==> src/hw/rtl/smsp_pkg.sv <==
// ----------------------------------------------------------------------------
// Symbolic mode parser package
// Shared types and character and mask constants for the symbolic mode parser.
// ----------------------------------------------------------------------------
package smsp_pkg;

   localparam int ModeWidth  = 12;
   localparam int OldWidth   = 16;
   localparam int UmaskWidth = 9;

   localparam logic [UmaskWidth-1:0] UMASK_RESET = 9'o022;

   localparam logic [1:0] PH_WHO   = 2'd0;
   localparam logic [1:0] PH_PERM  = 2'd1;
   localparam logic [1:0] PH_AFTER = 2'd2;

   localparam logic [1:0] ACT_ADD = 2'd0;
   localparam logic [1:0] ACT_SUB = 2'd1;
   localparam logic [1:0] ACT_SET = 2'd2;

   localparam logic [7:0] CH_A     = 8'h61;
   localparam logic [7:0] CH_U     = 8'h75;
   localparam logic [7:0] CH_G     = 8'h67;
   localparam logic [7:0] CH_O     = 8'h6f;
   localparam logic [7:0] CH_R     = 8'h72;
   localparam logic [7:0] CH_W     = 8'h77;
   localparam logic [7:0] CH_X     = 8'h78;
   localparam logic [7:0] CH_S     = 8'h73;
   localparam logic [7:0] CH_T     = 8'h74;
   localparam logic [7:0] CH_BIG_X = 8'h58;
   localparam logic [7:0] CH_PLUS  = 8'h2b;
   localparam logic [7:0] CH_MINUS = 8'h2d;
   localparam logic [7:0] CH_EQUAL = 8'h3d;
   localparam logic [7:0] CH_COMMA = 8'h2c;

   localparam logic [ModeWidth-1:0] WHO_ALL   = 12'o7777;
   localparam logic [ModeWidth-1:0] WHO_USER  = 12'o4700;
   localparam logic [ModeWidth-1:0] WHO_GROUP = 12'o2070;
   localparam logic [ModeWidth-1:0] WHO_OTHER = 12'o0007;
   localparam logic [ModeWidth-1:0] PERM_R    = 12'o0444;
   localparam logic [ModeWidth-1:0] PERM_W    = 12'o0222;
   localparam logic [ModeWidth-1:0] PERM_X    = 12'o0111;
   localparam logic [ModeWidth-1:0] PERM_S    = 12'o6000;
   localparam logic [ModeWidth-1:0] PERM_T    = 12'o1000;

   localparam logic [3:0] TYPE_DIR = 4'o04;

   typedef struct packed {
      logic [1:0]           phase;
      logic [ModeWidth-1:0] who_bits;
      logic                 who_seen;
      logic [1:0]           action_kind;
      logic [ModeWidth-1:0] perm_mask;
      logic [ModeWidth-1:0] mode_acc;
      logic [OldWidth-1:0]  orig_mode;
      logic                 error_flag;
   } state_type;

   typedef struct packed {
      logic [7:0]          ch;
      logic                first;
      logic                last;
      logic                empty_req;
      logic [OldWidth-1:0] old_mode;
   } item_type;

   typedef struct packed {
      logic                 valid;
      logic [ModeWidth-1:0] new_mode;
      logic                 error;
   } result_type;

endpackage

==> src/hw/rtl/smsp_step.sv <==
// ----------------------------------------------------------------------------
// Symbolic mode parser step
// Next parse state and result for one character item.
// ----------------------------------------------------------------------------
module smsp_step (
   input  smsp_pkg::state_type              cur,
   input  smsp_pkg::item_type               item,
   input  logic [smsp_pkg::UmaskWidth-1:0]  umask,
   output smsp_pkg::state_type              nxt,
   output smsp_pkg::result_type             res
);
   import smsp_pkg::*;

   function automatic logic [ModeWidth-1:0] apply_action(
      input state_type                s,
      input logic [UmaskWidth-1:0]    um
   );
      logic [ModeWidth-1:0] md;
      logic [ModeWidth-1:0] um_w;
      logic                 has_who;
      md      = s.mode_acc;
      um_w    = {3'b000, um};
      has_who = (s.who_bits != '0);
      if (s.action_kind == ACT_SET) begin
         md = has_who ? (md & ~s.who_bits) : '0;
      end
      if (s.action_kind == ACT_SET || s.action_kind == ACT_ADD) begin
         md = has_who ? (md | (s.who_bits & s.perm_mask)) : (md | (s.perm_mask & ~um_w));
      end else if (s.action_kind == ACT_SUB) begin
         md = has_who ? (md & ~(s.who_bits & s.perm_mask)) : (md & (~s.perm_mask | um_w));
      end
      return md;
   endfunction

   function automatic state_type start_or_error(input state_type s, input logic [7:0] c);
      state_type r;
      r = s;
      case (c)
         CH_PLUS: begin
            r.action_kind = ACT_ADD;
            r.perm_mask   = '0;
            r.phase       = PH_PERM;
         end
         CH_MINUS: begin
            r.action_kind = ACT_SUB;
            r.perm_mask   = '0;
            r.phase       = PH_PERM;
         end
         CH_EQUAL: begin
            r.action_kind = ACT_SET;
            r.perm_mask   = '0;
            r.phase       = PH_PERM;
         end
         default: begin
            r.error_flag = 1'b1;
         end
      endcase
      return r;
   endfunction

   function automatic state_type after_char(input state_type s, input logic [7:0] c);
      state_type r;
      r = s;
      if (c == CH_COMMA) begin
         r.phase    = PH_WHO;
         r.who_bits = '0;
         r.who_seen = 1'b0;
      end else begin
         r = start_or_error(s, c);
      end
      return r;
   endfunction

   state_type            s;
   logic [2:0]           cls;
   logic                 x_ok;

   always_comb begin
      s   = cur;
      cls = 3'b000;
      if (item.first) begin
         s.orig_mode   = item.old_mode;
         s.mode_acc    = item.old_mode[ModeWidth-1:0];
         s.phase       = PH_WHO;
         s.who_bits    = '0;
         s.who_seen    = 1'b0;
         s.action_kind = ACT_ADD;
         s.perm_mask   = '0;
         s.error_flag  = 1'b0;
      end
      x_ok = (s.orig_mode[15:12] == TYPE_DIR) || ((s.orig_mode[ModeWidth-1:0] & PERM_X) != '0);
      if (!item.empty_req && !s.error_flag) begin
         case (s.phase)
            PH_WHO: begin
               case (item.ch)
                  CH_A: begin
                     s.who_bits = s.who_bits | WHO_ALL;
                     s.who_seen = 1'b1;
                  end
                  CH_U: begin
                     s.who_bits = s.who_bits | WHO_USER;
                     s.who_seen = 1'b1;
                  end
                  CH_G: begin
                     s.who_bits = s.who_bits | WHO_GROUP;
                     s.who_seen = 1'b1;
                  end
                  CH_O: begin
                     s.who_bits = s.who_bits | WHO_OTHER;
                     s.who_seen = 1'b1;
                  end
                  default: begin
                     s = start_or_error(s, item.ch);
                  end
               endcase
            end
            PH_PERM: begin
               case (item.ch)
                  CH_R: s.perm_mask = s.perm_mask | PERM_R;
                  CH_W: s.perm_mask = s.perm_mask | PERM_W;
                  CH_X: s.perm_mask = s.perm_mask | PERM_X;
                  CH_S: s.perm_mask = s.perm_mask | PERM_S;
                  CH_T: begin
                     s.perm_mask = s.perm_mask | PERM_T;
                     s.who_bits  = s.who_bits | PERM_T;
                  end
                  CH_BIG_X: begin
                     if (x_ok) begin
                        s.perm_mask = s.perm_mask | PERM_X;
                     end
                  end
                  CH_U, CH_G, CH_O: begin
                     if (item.ch == CH_U) begin
                        cls = s.mode_acc[8:6];
                     end else if (item.ch == CH_G) begin
                        cls = s.mode_acc[5:3];
                     end else begin
                        cls = s.mode_acc[2:0];
                     end
                     s.perm_mask = s.perm_mask | {3'b000, cls, cls, cls};
                     s.mode_acc  = apply_action(s, umask);
                     s.phase     = PH_AFTER;
                  end
                  default: begin
                     s.mode_acc = apply_action(s, umask);
                     s.phase    = PH_AFTER;
                     s          = after_char(s, item.ch);
                  end
               endcase
            end
            PH_AFTER: begin
               s = after_char(s, item.ch);
            end
            default: begin
               s.error_flag = 1'b1;
            end
         endcase
      end

      res.valid    = item.last;
      res.new_mode = '0;
      res.error    = 1'b0;
      if (item.last) begin
         if (!s.error_flag) begin
            if (s.phase == PH_PERM) begin
               s.mode_acc = apply_action(s, umask);
               s.phase    = PH_AFTER;
            end else if (s.phase == PH_WHO && s.who_seen) begin
               s.error_flag = 1'b1;
            end
         end
         res.new_mode  = s.error_flag ? '0 : s.mode_acc;
         res.error     = s.error_flag;
         s.phase       = PH_WHO;
         s.who_bits    = '0;
         s.who_seen    = 1'b0;
         s.action_kind = ACT_ADD;
         s.perm_mask   = '0;
         s.error_flag  = 1'b0;
      end
      nxt = s;
   end

endmodule

==> src/hw/rtl/smsp_rsp_reg.sv <==
// ----------------------------------------------------------------------------
// Symbolic mode parser result register
// Holds one result item until the receiver takes it.
// ----------------------------------------------------------------------------
module smsp_rsp_reg (
   input  logic                                 clock,
   input  logic                                 reset,
   input  logic                                 load,
   input  smsp_pkg::result_type                 res,
   input  logic                                 rsp_stall,
   output logic                                 free,
   output logic                                 rsp_valid,
   output logic [smsp_pkg::ModeWidth-1:0]       rsp_new_mode,
   output logic                                 rsp_error
);
   import smsp_pkg::*;

   logic                 valid_ff;
   logic                 valid_in;
   logic [ModeWidth-1:0] mode_ff;
   logic                 error_ff;

   assign free = !valid_ff || !rsp_stall;

   always_comb begin
      valid_in = valid_ff;
      if (free) begin
         valid_in = load;
      end
   end

   always_ff @(posedge clock) begin
      if (reset) begin
         valid_ff <= 1'b0;
      end else begin
         valid_ff <= valid_in;
      end
   end

   always_ff @(posedge clock) begin
      if (load && free) begin
         mode_ff  <= res.new_mode;
         error_ff <= res.error;
      end
   end

   assign rsp_valid    = valid_ff;
   assign rsp_new_mode = mode_ff;
   assign rsp_error    = error_ff;

endmodule

==> src/hw/rtl/symbolic_mode_string_parser_top.sv <==
// ----------------------------------------------------------------------------
// Symbolic mode string parser
// Parses a chmod-style symbolic mode string, one character per item, and
// gives the new 12-bit mode and an error flag at the end of each string.
//
// The req_ channel carries one character per item together with first, last
// and empty_req marks; old_mode is taken on the item marked first. An item
// marked last causes one rsp_ item, which is loaded into the result register
// when the item leaves the input register. One item is accepted every cycle
// while req_stall is low: the parse state is updated by a single step of
// mask logic between the input register and the result register. When the
// receiver stalls, a final character waits in the input register and
// req_stall rises only while that register is full and cannot move on;
// other characters keep flowing. The csr_ port writes the umask, which
// should change only while idle. Reset clears the parse state and both
// valid flags, sets the umask to octal 022 and leaves the result mode as is.
// ----------------------------------------------------------------------------
module symbolic_mode_string_parser_top (
   input  logic                                 clock,
   input  logic                                 reset,
   input  logic                                 req_valid,
   output logic                                 req_stall,
   input  logic [7:0]                           req_ch,
   input  logic                                 req_first,
   input  logic                                 req_last,
   input  logic                                 req_empty_req,
   input  logic [smsp_pkg::OldWidth-1:0]        req_old_mode,
   output logic                                 rsp_valid,
   input  logic                                 rsp_stall,
   output logic [smsp_pkg::ModeWidth-1:0]       rsp_new_mode,
   output logic                                 rsp_error,
   input  logic                                 csr_wr_en,
   input  logic [smsp_pkg::UmaskWidth-1:0]      csr_wr_data
);
   import smsp_pkg::*;

   logic                  in_valid_ff;
   item_type              item_ff;
   state_type             state_ff;
   state_type             state_in;
   result_type            res;
   logic [UmaskWidth-1:0] umask_ff;
   logic                  out_free;
   logic                  consume;

   assign consume   = in_valid_ff && (!item_ff.last || out_free);
   assign req_stall = in_valid_ff && !consume;

   always_ff @(posedge clock) begin
      if (reset) begin
         in_valid_ff <= 1'b0;
      end else if (!req_stall) begin
         in_valid_ff <= req_valid;
      end
   end

   always_ff @(posedge clock) begin
      if (req_valid && !req_stall) begin
         item_ff.ch        <= req_ch;
         item_ff.first     <= req_first;
         item_ff.last      <= req_last;
         item_ff.empty_req <= req_empty_req;
         item_ff.old_mode  <= req_old_mode;
      end
   end

   always_ff @(posedge clock) begin
      if (reset) begin
         umask_ff <= UMASK_RESET;
      end else if (csr_wr_en) begin
         umask_ff <= csr_wr_data;
      end
   end

   always_ff @(posedge clock) begin
      if (reset) begin
         state_ff <= '0;
      end else if (consume) begin
         state_ff <= state_in;
      end
   end

   smsp_step u_step (
      .cur   (state_ff),
      .item  (item_ff),
      .umask (umask_ff),
      .nxt   (state_in),
      .res   (res)
   );

   smsp_rsp_reg u_rsp (
      .clock        (clock),
      .reset        (reset),
      .load         (consume && res.valid),
      .res          (res),
      .rsp_stall    (rsp_stall),
      .free         (out_free),
      .rsp_valid    (rsp_valid),
      .rsp_new_mode (rsp_new_mode),
      .rsp_error    (rsp_error)
   );

endmodule

==> config.mk <==
export PLATFORM = sky130hd
export DESIGN_NAME = symbolic_mode_string_parser_top
export DESIGN_NICKNAME = d
export VERILOG_FILES = /design/src/hw/rtl/smsp_pkg.sv /design/src/hw/rtl/smsp_step.sv /design/src/hw/rtl/smsp_rsp_reg.sv /design/src/hw/rtl/symbolic_mode_string_parser_top.sv
export SDC_FILE = /design/constraint.sdc
export NUM_CORES = 1
export LEC_CHECK = 0
export BUFFER_PORTS_ARGS = -buffer_cell sky130_fd_sc_hd__buf_2
export CAP_MARGIN = 40
export CELL_PAD_IN_SITES_DETAIL_PLACEMENT = 1
export CELL_PAD_IN_SITES_GLOBAL_PLACEMENT = 2
export CORE_UTILIZATION = 33
export CTS_CLUSTER_DIAMETER = 150
export CTS_CLUSTER_SIZE = 16
export DETAILED_ROUTE_END_ITERATION = 10
export PLACE_DENSITY = 0.78
export SYNTH_ARGS = -nofsm -noshare
export SYNTH_HDL_FRONTEND = slang
export SYNTH_SLANG_ARGS = --single-unit
==> constraint.sdc <==
create_clock -name clock -period 2.75 [get_ports clock]
set_input_delay 0.275 -clock clock [delete_from_list [all_inputs] [get_ports clock]]
set_output_delay 0.275 -clock clock [all_outputs]
set_load 0.01 [all_outputs]
==> impl_metrics.yaml, run 1 <==
global_route:
  grt_pass1_wl_um: 55100
  grt_overflow: 0
  grt_pass1_vias: 9207
  grt_max_degree: 28
  grt_use_total_pct: 33.6
  antenna_found_initial: 0
critical_path:
  cp_max_fo: 6
  cp_data_arrival_time_ns: 3.31
  startpoint_type: "register"
  max_stage_delay_ns: 0.51
  cp.required_ns: 2.87
  reg2reg_slack_ns: -0.44
  crit_slowest_cell: "edfxtp_1"
  r2r_start: "item_ff[20]"
  path_cells: "buf_6 > buf_8 > nor4b_4 > a21o_1 > o221ai_2 > a222oi_1 > buf_4 > buf_6 > nor3_4 > buf_6 > o21ai_2 > nor3_1 > o31a_1"
  critPathKind: "register to register"
  ff2ff_path_depth: 13
  crit_top_cell: "buf_6"
  end_kind: "register"
  r2r_end: "u_rsp.rsp_new_mode[6]"
die:
  start_util_pct: 34.1
  die_w_um: 148
  dieArea_um2: 21800
  num_io_pins: 56
  rows: 52
  fp.coreArea_um2: 20500
  fp.dieH_um: 148
timing:
  final.min_clock_period_ns: 3.19
  period_share_pct: 116
  slew_headroom_pct: 52.9
  skew_ns: 0.0168
  setup_viol: 28
  tns_ns: -9.26
  hold_viol: 0
  slew_violations: 0
  worst_pin_slew_ns: 0.699
  layout_setup_ws_ns: -0.441
  max_freq_ghz: 0.313
  rsz0062_at_grt: "true"
drt:
  drc: 0
  drt_iter0_markers: 722
  vias_per_cell: 6.12
  drt_pass1_iterations: 6
  wirelength_um: 38000
  route.antenna.remaining_nets: 0
  vias: 9042
  detail_route.wl_per_cell_um: 25.7
logic_synthesis:
  async_flop_share_pct: 0
  syn_area_per_cell_um2: 8.25
  ys_ff_latch: 100
  synthCells: 848
  yosysSeqAreaShare_pct: 34.3
  dominantRegCellSynth: "dfxtp_1"
  ys.warnings.count: 0
  netlist_area_um2: 7000
  synth_edf_count: 40
  ys_types: 93
  synth_nets: 889
finish:
  nNetsFinal: 1244
  layout.cells.most_common_list: "buf_4, nor2_1, nand2_1"
  area_growth_pct: 64.5
  fill_cells: 2405
  fin_util_pct: 56.1
  diodes: 0
  final_common_cell: "buf_4"
  drive_above_1_share_pct: 49.4
clock_network:
  cts-buffers-inserted: 9
  cts_tree: "yes"
  h-tree-depth: 3
  clock_path_buffers: 2
  hold_buffers: 0
  insertion_delay_ns: 0.37
  cts_sinks: 100
  cts_root_buf: "clkbuf_16"
  clk_pin_slew_ns: 0.09
min_path:
  worstHoldEndpoint: "item_ff[19]"
  hold_class: "input pin to register"
  holdPathStages: 1
  hold_start: "req_ch[0]"
run:
  max_cap_violations: 0
power_and_ir_drop:
  ir_drop_uv: 250
  powerDensity_nw_per_um2: 336
  leakagePower_nw: 4.60
place:
  routabilityCongestion: 1.00
  hpwlAfterDp_um: 26700
  port-buffer-count: 55
outcome:
  violations: "negative setup slack"
  status: "finished with violations"
cell type report:
type | instances | area, um^2 | share of cell area, %
multi-input combinational | 673 | 5280 | 45.9
inverter | 19 | 71.3 | 0.620
clock buffer | 9 | 225 | 1.96
sequential | 100 | 2400 | 20.9
clock inverter | 7 | 67.6 | 0.587
tap | 270 | 338 | 2.94
timing repair buffer | 400 | 3120 | 27.2
where the power goes:
part           switching, mW  total (mW)  internal [mW]  leakage (nW)
Combinational          0.478       0.883          0.405          3.58
Clock                  0.697        1.34          0.641         0.145
Sequential            0.0509        1.65           1.60         0.878
registers in the layout, summed over array words and instances, names as in the netlist:
register            cells
in_valid_ff             1
item_ff                27
state_ff               49
u_rsp.rsp_error         1
u_rsp.rsp_new_mode     12
u_rsp.rsp_valid         1
umask_ff                9
cells by family after synthesis:
family / Yosys count / share of synthesized area [%]
multiplexers: 23 / 3.43
AND/OR/NAND/NOR: 331 / 25.0
flip-flops: 100 / 34.3
buffers and inverters: 75 / 4.72
AO/OA/AOI/OAI: 314 / 31.9
XOR/XNOR: 5 / 0.626
metrics by stage:
| step | hold slack [ns] | setup slack (ns) | total power [mW] | cells | cell area, um^2 |
|---|---|---|---|---|---|
| floorplan | 0.374 | -0.183 | 1.98 | 848 | 7030 |
| global placement | 0.441 | -0.430 | 2.32 | 1398 | 9530 |
| detailed placement | 0.446 | -0.569 | 2.35 | 1399 | 9550 |
| CTS | 0.0724 | -0.262 | 3.77 | 1459 | 10900 |
| global route | 0.0711 | -0.508 | 3.97 | 1478 | 11500 |
| finish | 0.0717 | -0.441 | 3.87 | 1478 | 11500 |
metal layers:
metal  share of wire, %  track usage (%)  wire [um]  up-vias
li1                   -                -          -     3986
met1                 41             42.4      15500     4510
met2                 48             56.7      18100      425
met3                6.5             4.44       2460      121
met4                5.1             16.1       1940        0
met5                  0                0          0        -
how the worst max path moves through the flow:
stage	slack, ns	endpoint	startpoint
2_1_floorplan	-0.18	u_rsp.rsp_new_mode[3]	item_ff[26]
3_3_place_gp	-0.43	state_ff[23]	item_ff[22]
3_5_place_dp	-0.57	u_rsp.rsp_new_mode[7]	item_ff[20]
4_1_cts	-0.26	u_rsp.rsp_new_mode[3]	item_ff[24]
5_1_grt	-0.51	u_rsp.rsp_new_mode[1]	item_ff[23]
6_report	-0.44	u_rsp.rsp_new_mode[6]	item_ff[20]
critical path: cells and delay by family (launching register included):
family | cells | cell delay [ns]
AOI/OAI and AO/OA | 5 | 1.12
buffers and inverters | 5 | 0.78
DFF | 1 | 0.51
and+or+nand+nor | 3 | 0.52
synthesized netlist by cell type (19+ instances only):
library cell	instances	share of area [%]
nor3_1	19	1.4
o21ai_0	44	3.1
dfxtp_1	60	17
a21oi_1	68	4.9
nand3_1	32	2.3
nand2_1	74	4.0
edfxtp_1	40	17
clkbuf_1	29	1.6
a22oi_1	23	2.5
nor2_1	93	5.0
nor2b_1	24	2.1
repair_timing:
action,4_1_cts,5_1_grt
setup endpoints to repair,29,35
resized for setup,153,102
setup buffers,44,25
pin swaps,58,44
(Power assumes the default switching activity.)
==> run 2, diff against run 1 <==
==> constraint.sdc (replaced) <==
create_clock -name clock -period 2.75 [get_ports clock]
set_input_delay 0.275 -clock clock [delete_from_list [all_inputs] [get_ports clock]]
set_output_delay 0.275 -clock clock [all_outputs]
set_load 0.1 [all_outputs]
==> run 2 against run 1 <==
Net effect: the flow still finishes with violations (negative setup slack); first-iteration DRC count up 2.8%; count of clock-buffer cells in the layout unchanged; fmax about the same; via count down 2.6%; cell count down 0.34%; worst hold slack better by 0.0041 ns; power down 1.2%; cell area down 3.3%; combinational power down 3.3%.
==> impl_metrics.yaml, run 2 (synthesis results as in run 1) <==
outcome:
  status: "finished with violations"
  violations: "negative setup slack"
critical_path:
  cp.required_ns: 2.88
  cp_max_fo: 7
  startpoint_type: "register"
  ff2ff_path_depth: 10
  critPathKind: "register to register"
  cp_data_arrival_time_ns: 3.32
  end_kind: "register"
timing:
  final.min_clock_period_ns: 3.19
  slew_headroom_pct: 62.9
  setup_viol: 24
  hold_viol: 0
  tns_ns: -7.69
  layout_setup_ws_ns: -0.442
  rsz0062_at_grt: "true"
  max_freq_ghz: 0.313
  slew_violations: 0
  period_share_pct: 116
  worst_pin_slew_ns: 0.541
  skew_ns: 0.00965
finish:
  fill_cells: 2430
  area_growth_pct: 59.1
  final_area_um2: 11100
  layout.cells.most_common_list: "buf_4, nor2_1, nand2_1"
  final_common_cell: "buf_4"
  regMostFlops: "state_ff"
  largest_reg_flops: 49
  nNetsFinal: 1239
  diodes: 0
  drive_above_1_share_pct: 47.0
clock_network:
  insertion_delay_ns: 0.37
  h-tree-depth: 3
  cts_root_buf: "clkbuf_16"
  cts_sinks: 100
  clk_pin_slew_ns: 0.08
  clock_path_buffers: 2
  cts_tree: "yes"
  cts-buffers-inserted: 9
place:
  port-buffer-count: 55
  placed_cell_area_um2: 9620
  hpwlAfterDp_um: 27000
  routabilityCongestion: 1.01
die:
  fp.coreArea_um2: 20500
  rows: 52
  die_w_um: 148
  num_io_pins: 56
  dieArea_um2: 21800
  fp.dieH_um: 148
  start_util_pct: 34.1
global_route:
  antenna_found_initial: 0
  grt_pass1_wl_um: 54100
  grt_max_degree: 35
  grt_overflow: 0
  grt_use_total_pct: 33.1
  grt_pass1_vias: 8996
power_and_ir_drop:
  powerDensity_nw_per_um2: 343
  ir_drop_uv: 229
  finalPower_mw: 3.82
  leakagePower_nw: 4.52
drt:
  detail_route.wl_per_cell_um: 24.9
  vias: 8810
  vias_per_cell: 5.98
  drt_iter0_markers: 742
  drc: 0
  wirelength_um: 36600
  route.antenna.remaining_nets: 0
  drt_pass1_iterations: 5
min_path:
  hold_class: "input pin to register"
  holdPathStages: 1
run:
  max_cap_violations: 0
run 2: cell count changes in the layout (fill, tap and decap cells not counted), sizes merged:
cell	before	now
inv	22	23
buf	400	394
clkinv	4	3
clkbuf	9	10
run 2: path summary, 6_finish.rpt:
check | startpoint | end | slack [ns]
worst max register to register | item_ff[25] | u_rsp.rsp_new_mode[0] | -0.44
worst min-delay path | req_old_mode[11] | item_ff[11] | 0.08
worst max-delay path | item_ff[25] | u_rsp.rsp_new_mode[0] | -0.44
worst min register to register | state_ff[7] | state_ff[7] | 0.46
run 2: critical path: stages (launching register included):
cell      delay [ns]
edfxtp_1        0.52
buf_4           0.19
or4b_4          0.48
o32a_1          0.36
o211ai_1        0.25
buf_4           0.17
o21ai_4         0.08
a21oi_2         0.19
o211ai_1        0.16
a221o_1         0.35
a22o_1          0.21
run 2: final cells by class:
cell class                 count  area [um^2]  area share (%)
multi-input combinational    673         5060            45.5
clock inverter                 7         65.1           0.585
inverter                      19         71.3           0.641
tap                          270          338            3.04
timing repair buffer         395         2970            26.7
clock buffer                   9          225            2.02
sequential                   100         2400            21.6
run 2: repair_timing:
item | CTS | global route
buffers inserted | 29 | 17
gates resized for setup | 116 | 75
cloned | 2 | 0
endpoints found under the setup margin | 26 | 33
pin swaps | 37 | 32
hold buffers | 0 | 0
endpoints found under the hold margin | 0 | 0
run 2: stage by stage:
| stage | instances | worst slack, ns | hold WS [ns] | util (%) |
|---|---|---|---|---|
| 2_1_floorplan | 848 | -0.183 | 0.374 | - |
| 3_3_place_gp | 1409 | -0.648 | 0.440 | 46.8 |
| 3_5_place_dp | 1410 | -0.650 | 0.451 | 46.9 |
| 4_1_cts | 1456 | -0.329 | 0.0670 | 51.9 |
| 5_1_grt | 1473 | -0.579 | 0.0719 | 54.3 |
| 6_report | 1473 | -0.442 | 0.0758 | 54.3 |
run 2: layer usage:
layer | GRT usage [%] | part of all wire, % | wire [um]
met2 | 54.1 | 47 | 17200
met4 | 15.1 | 4.5 | 1630
met5 | 0 | 0 | 0
met1 | 43.1 | 43 | 15700
met3 | 4.75 | 5.8 | 2110
run 2: power by group:
group,leakage (nW),switching [mW],total [mW],internal (mW)
Sequential,0.878,0.0452,1.64,1.60
Combinational,3.50,0.490,0.854,0.364
Clock,0.146,0.683,1.33,0.642
==> run 3, diff against run 2 <==
Clock period 2.75 ns to 2.9 ns, I/O delays scaled along.
==> run 3 against run 2 <==
Net effect: fmax increased by 1.1%; critical endpoint is now u_rsp.rsp_new_mode[3]; cell area decreased by 5.3%; largest cell class unchanged; combinational power decreased by 10%; power decreased by 5.7%; cell count decreased by 3.3%; the flow still finishes with violations (negative setup slack).
==> impl_metrics.yaml, run 3 (synthesis results as in run 1) <==
die:
  die_w_um: 148
  fp.dieH_um: 148
  dieArea_um2: 21800
  rows: 52
  num_io_pins: 56
  start_util_pct: 34.1
  fp.coreArea_um2: 20500
finish:
  nNetsFinal: 1191
  regMostFlops: "state_ff"
  register_area_um2: 2400
  final_area_um2: 10500
  diodes: 0
  largest_reg_flops: 49
  final_common_cell: "buf_4"
  fill_cells: 2457
  area_growth_pct: 50.6
  multi_input_area_um2: 4820
  layout.cells.most_common_list: "buf_4, nor2_1, nand2_1"
  drive_above_1_share_pct: 42.2
clock_network:
  insertion_delay_ns: 0.37
  h-tree-depth: 3
  hold_buffers: 0
  cts_sinks: 100
  cts_tree: "yes"
  cts-buffers-inserted: 9
  clock_path_buffers: 2
  cts_root_buf: "clkbuf_16"
  clk_pin_slew_ns: 0.09
drt:
  top_layer: "met4"
  route.antenna.remaining_nets: 0
  wl_met1_um: 15100
  drt_pass1_iterations: 5
  wirelength_um: 34500
  met2_length_um: 16300
  vias: 8471
  detail_route.wl_per_cell_um: 24.2
  drt_iter0_markers: 578
  vias_per_cell: 5.94
  drc: 0
  wl_met3_um: 2120
run:
  max_cap_violations: 0
timing:
  max_freq_ghz: 0.317
  layout_setup_ws_ns: -0.257
  slew_violations: 0
  setup_viol: 22
  slew_headroom_pct: 43.4
  hold_viol: 0
  final.min_clock_period_ns: 3.16
  skew_ns: 0.0121
  hold_slack_ns: 0.0977
  worst_pin_slew_ns: 0.849
  rsz0062_at_grt: "true"
  period_share_pct: 109
global_route:
  grt_pass1_wl_um: 51400
  grt_overflow: 0
  antenna_found_initial: 0
  grt_max_degree: 37
  grt_use_total_pct: 31.5
  grt_pass1_vias: 8601
place:
  placed_cell_area_um2: 9480
  port-buffer-count: 55
  routabilityCongestion: 1.06
  hpwlAfterDp_um: 26700
  post-place-ws_ns: -0.333
min_path:
  holdPathStages: 1
  hold_class: "input pin to register"
critical_path:
  end_kind: "register"
  startpoint_type: "register"
  critPathKind: "register to register"
  cp_max_fo: 8
  ff2ff_path_depth: 10
  cp_data_arrival_time_ns: 3.28
  cp.required_ns: 3.02
power_and_ir_drop:
  leakagePower_nw: 4.25
  ir_drop_uv: 312
  powerDensity_nw_per_um2: 342
  finalPower_mw: 3.60
outcome:
  status: "finished with violations"
  violations: "negative setup slack"
run 3: changes by cell type in the layout (fill, tap and decap cells not counted), moves of 4 or more:
| cell | change |
|---|---|
| buf_4 | -38 |
| buf_6 | -9 |
| o21ai_2 | -6 |
| o21ai_1 | +5 |
| nor3_4 | -4 |
| o31ai_1 | +4 |
run 3: repair_timing:
item / in CTS / in global routing
buffers inserted: 12 / 9
pin swaps: 17 / 17
endpoints found under the setup margin: 24 / 24
gates resized for setup: 68 / 69
run 3: worst max-delay path, cell delays in order (launching register included):
cell and delay (ns):
edfxtp_1 0.52, nor3b_2 0.21, buf_4 0.14, o2111a_2 0.30, o221ai_2 0.21, a222oi_1 0.13, buf_4 0.19, or3_1 0.38
buf_6 0.17, or4_1 0.47, a31o_1 0.18
run 3: worst paths after layout:
kind,start,to,slack [ns]
setup / recovery,item_ff[23],u_rsp.rsp_new_mode[3],-0.26
hold / removal,req_old_mode[2],item_ff[2],0.1
setup reg to reg,item_ff[23],u_rsp.rsp_new_mode[3],-0.26
hold reg to reg,state_ff[35],state_ff[35],0.46
run 3: area by class of cell:
| type | count | share of cell area [%] |
|---|---|---|
| multi-input cells | 673 | 45.8 |
| clock buffers | 9 | 2.14 |
| well taps | 270 | 3.21 |
| repair buffers | 347 | 24.7 |
| inverters | 19 | 0.677 |
| flip-flops and latches | 100 | 22.8 |
| clock inverters | 7 | 0.641 |
run 3: report_power, final:
part / leakage (nW) / switching (mW) / internal (mW) / total (mW)
Sequential: 0.878 / 0.0441 / 1.51 / 1.56
Clock: 0.145 / 0.666 / 0.608 / 1.27
Combinational: 3.23 / 0.437 / 0.332 / 0.769
run 3: routing by layer:
layer	up-vias	global-route usage [%]
li1	3884	-
met1	4214	41.7
met2	311	52.5
met3	62	4.66
met4	0	10.2
met5	-	0
run 3: metrics by stage:
step           TNS (ns)  instances  utilization, %
2_1_floorplan   -0.0335        848               -
3_3_place_gp      -3.88       1390            46.2
3_5_place_dp      -5.26       1390            46.2
4_1_cts           -2.12       1418            49.5
5_1_grt           -5.34       1425            51.4
6_report          -2.98       1425            51.4
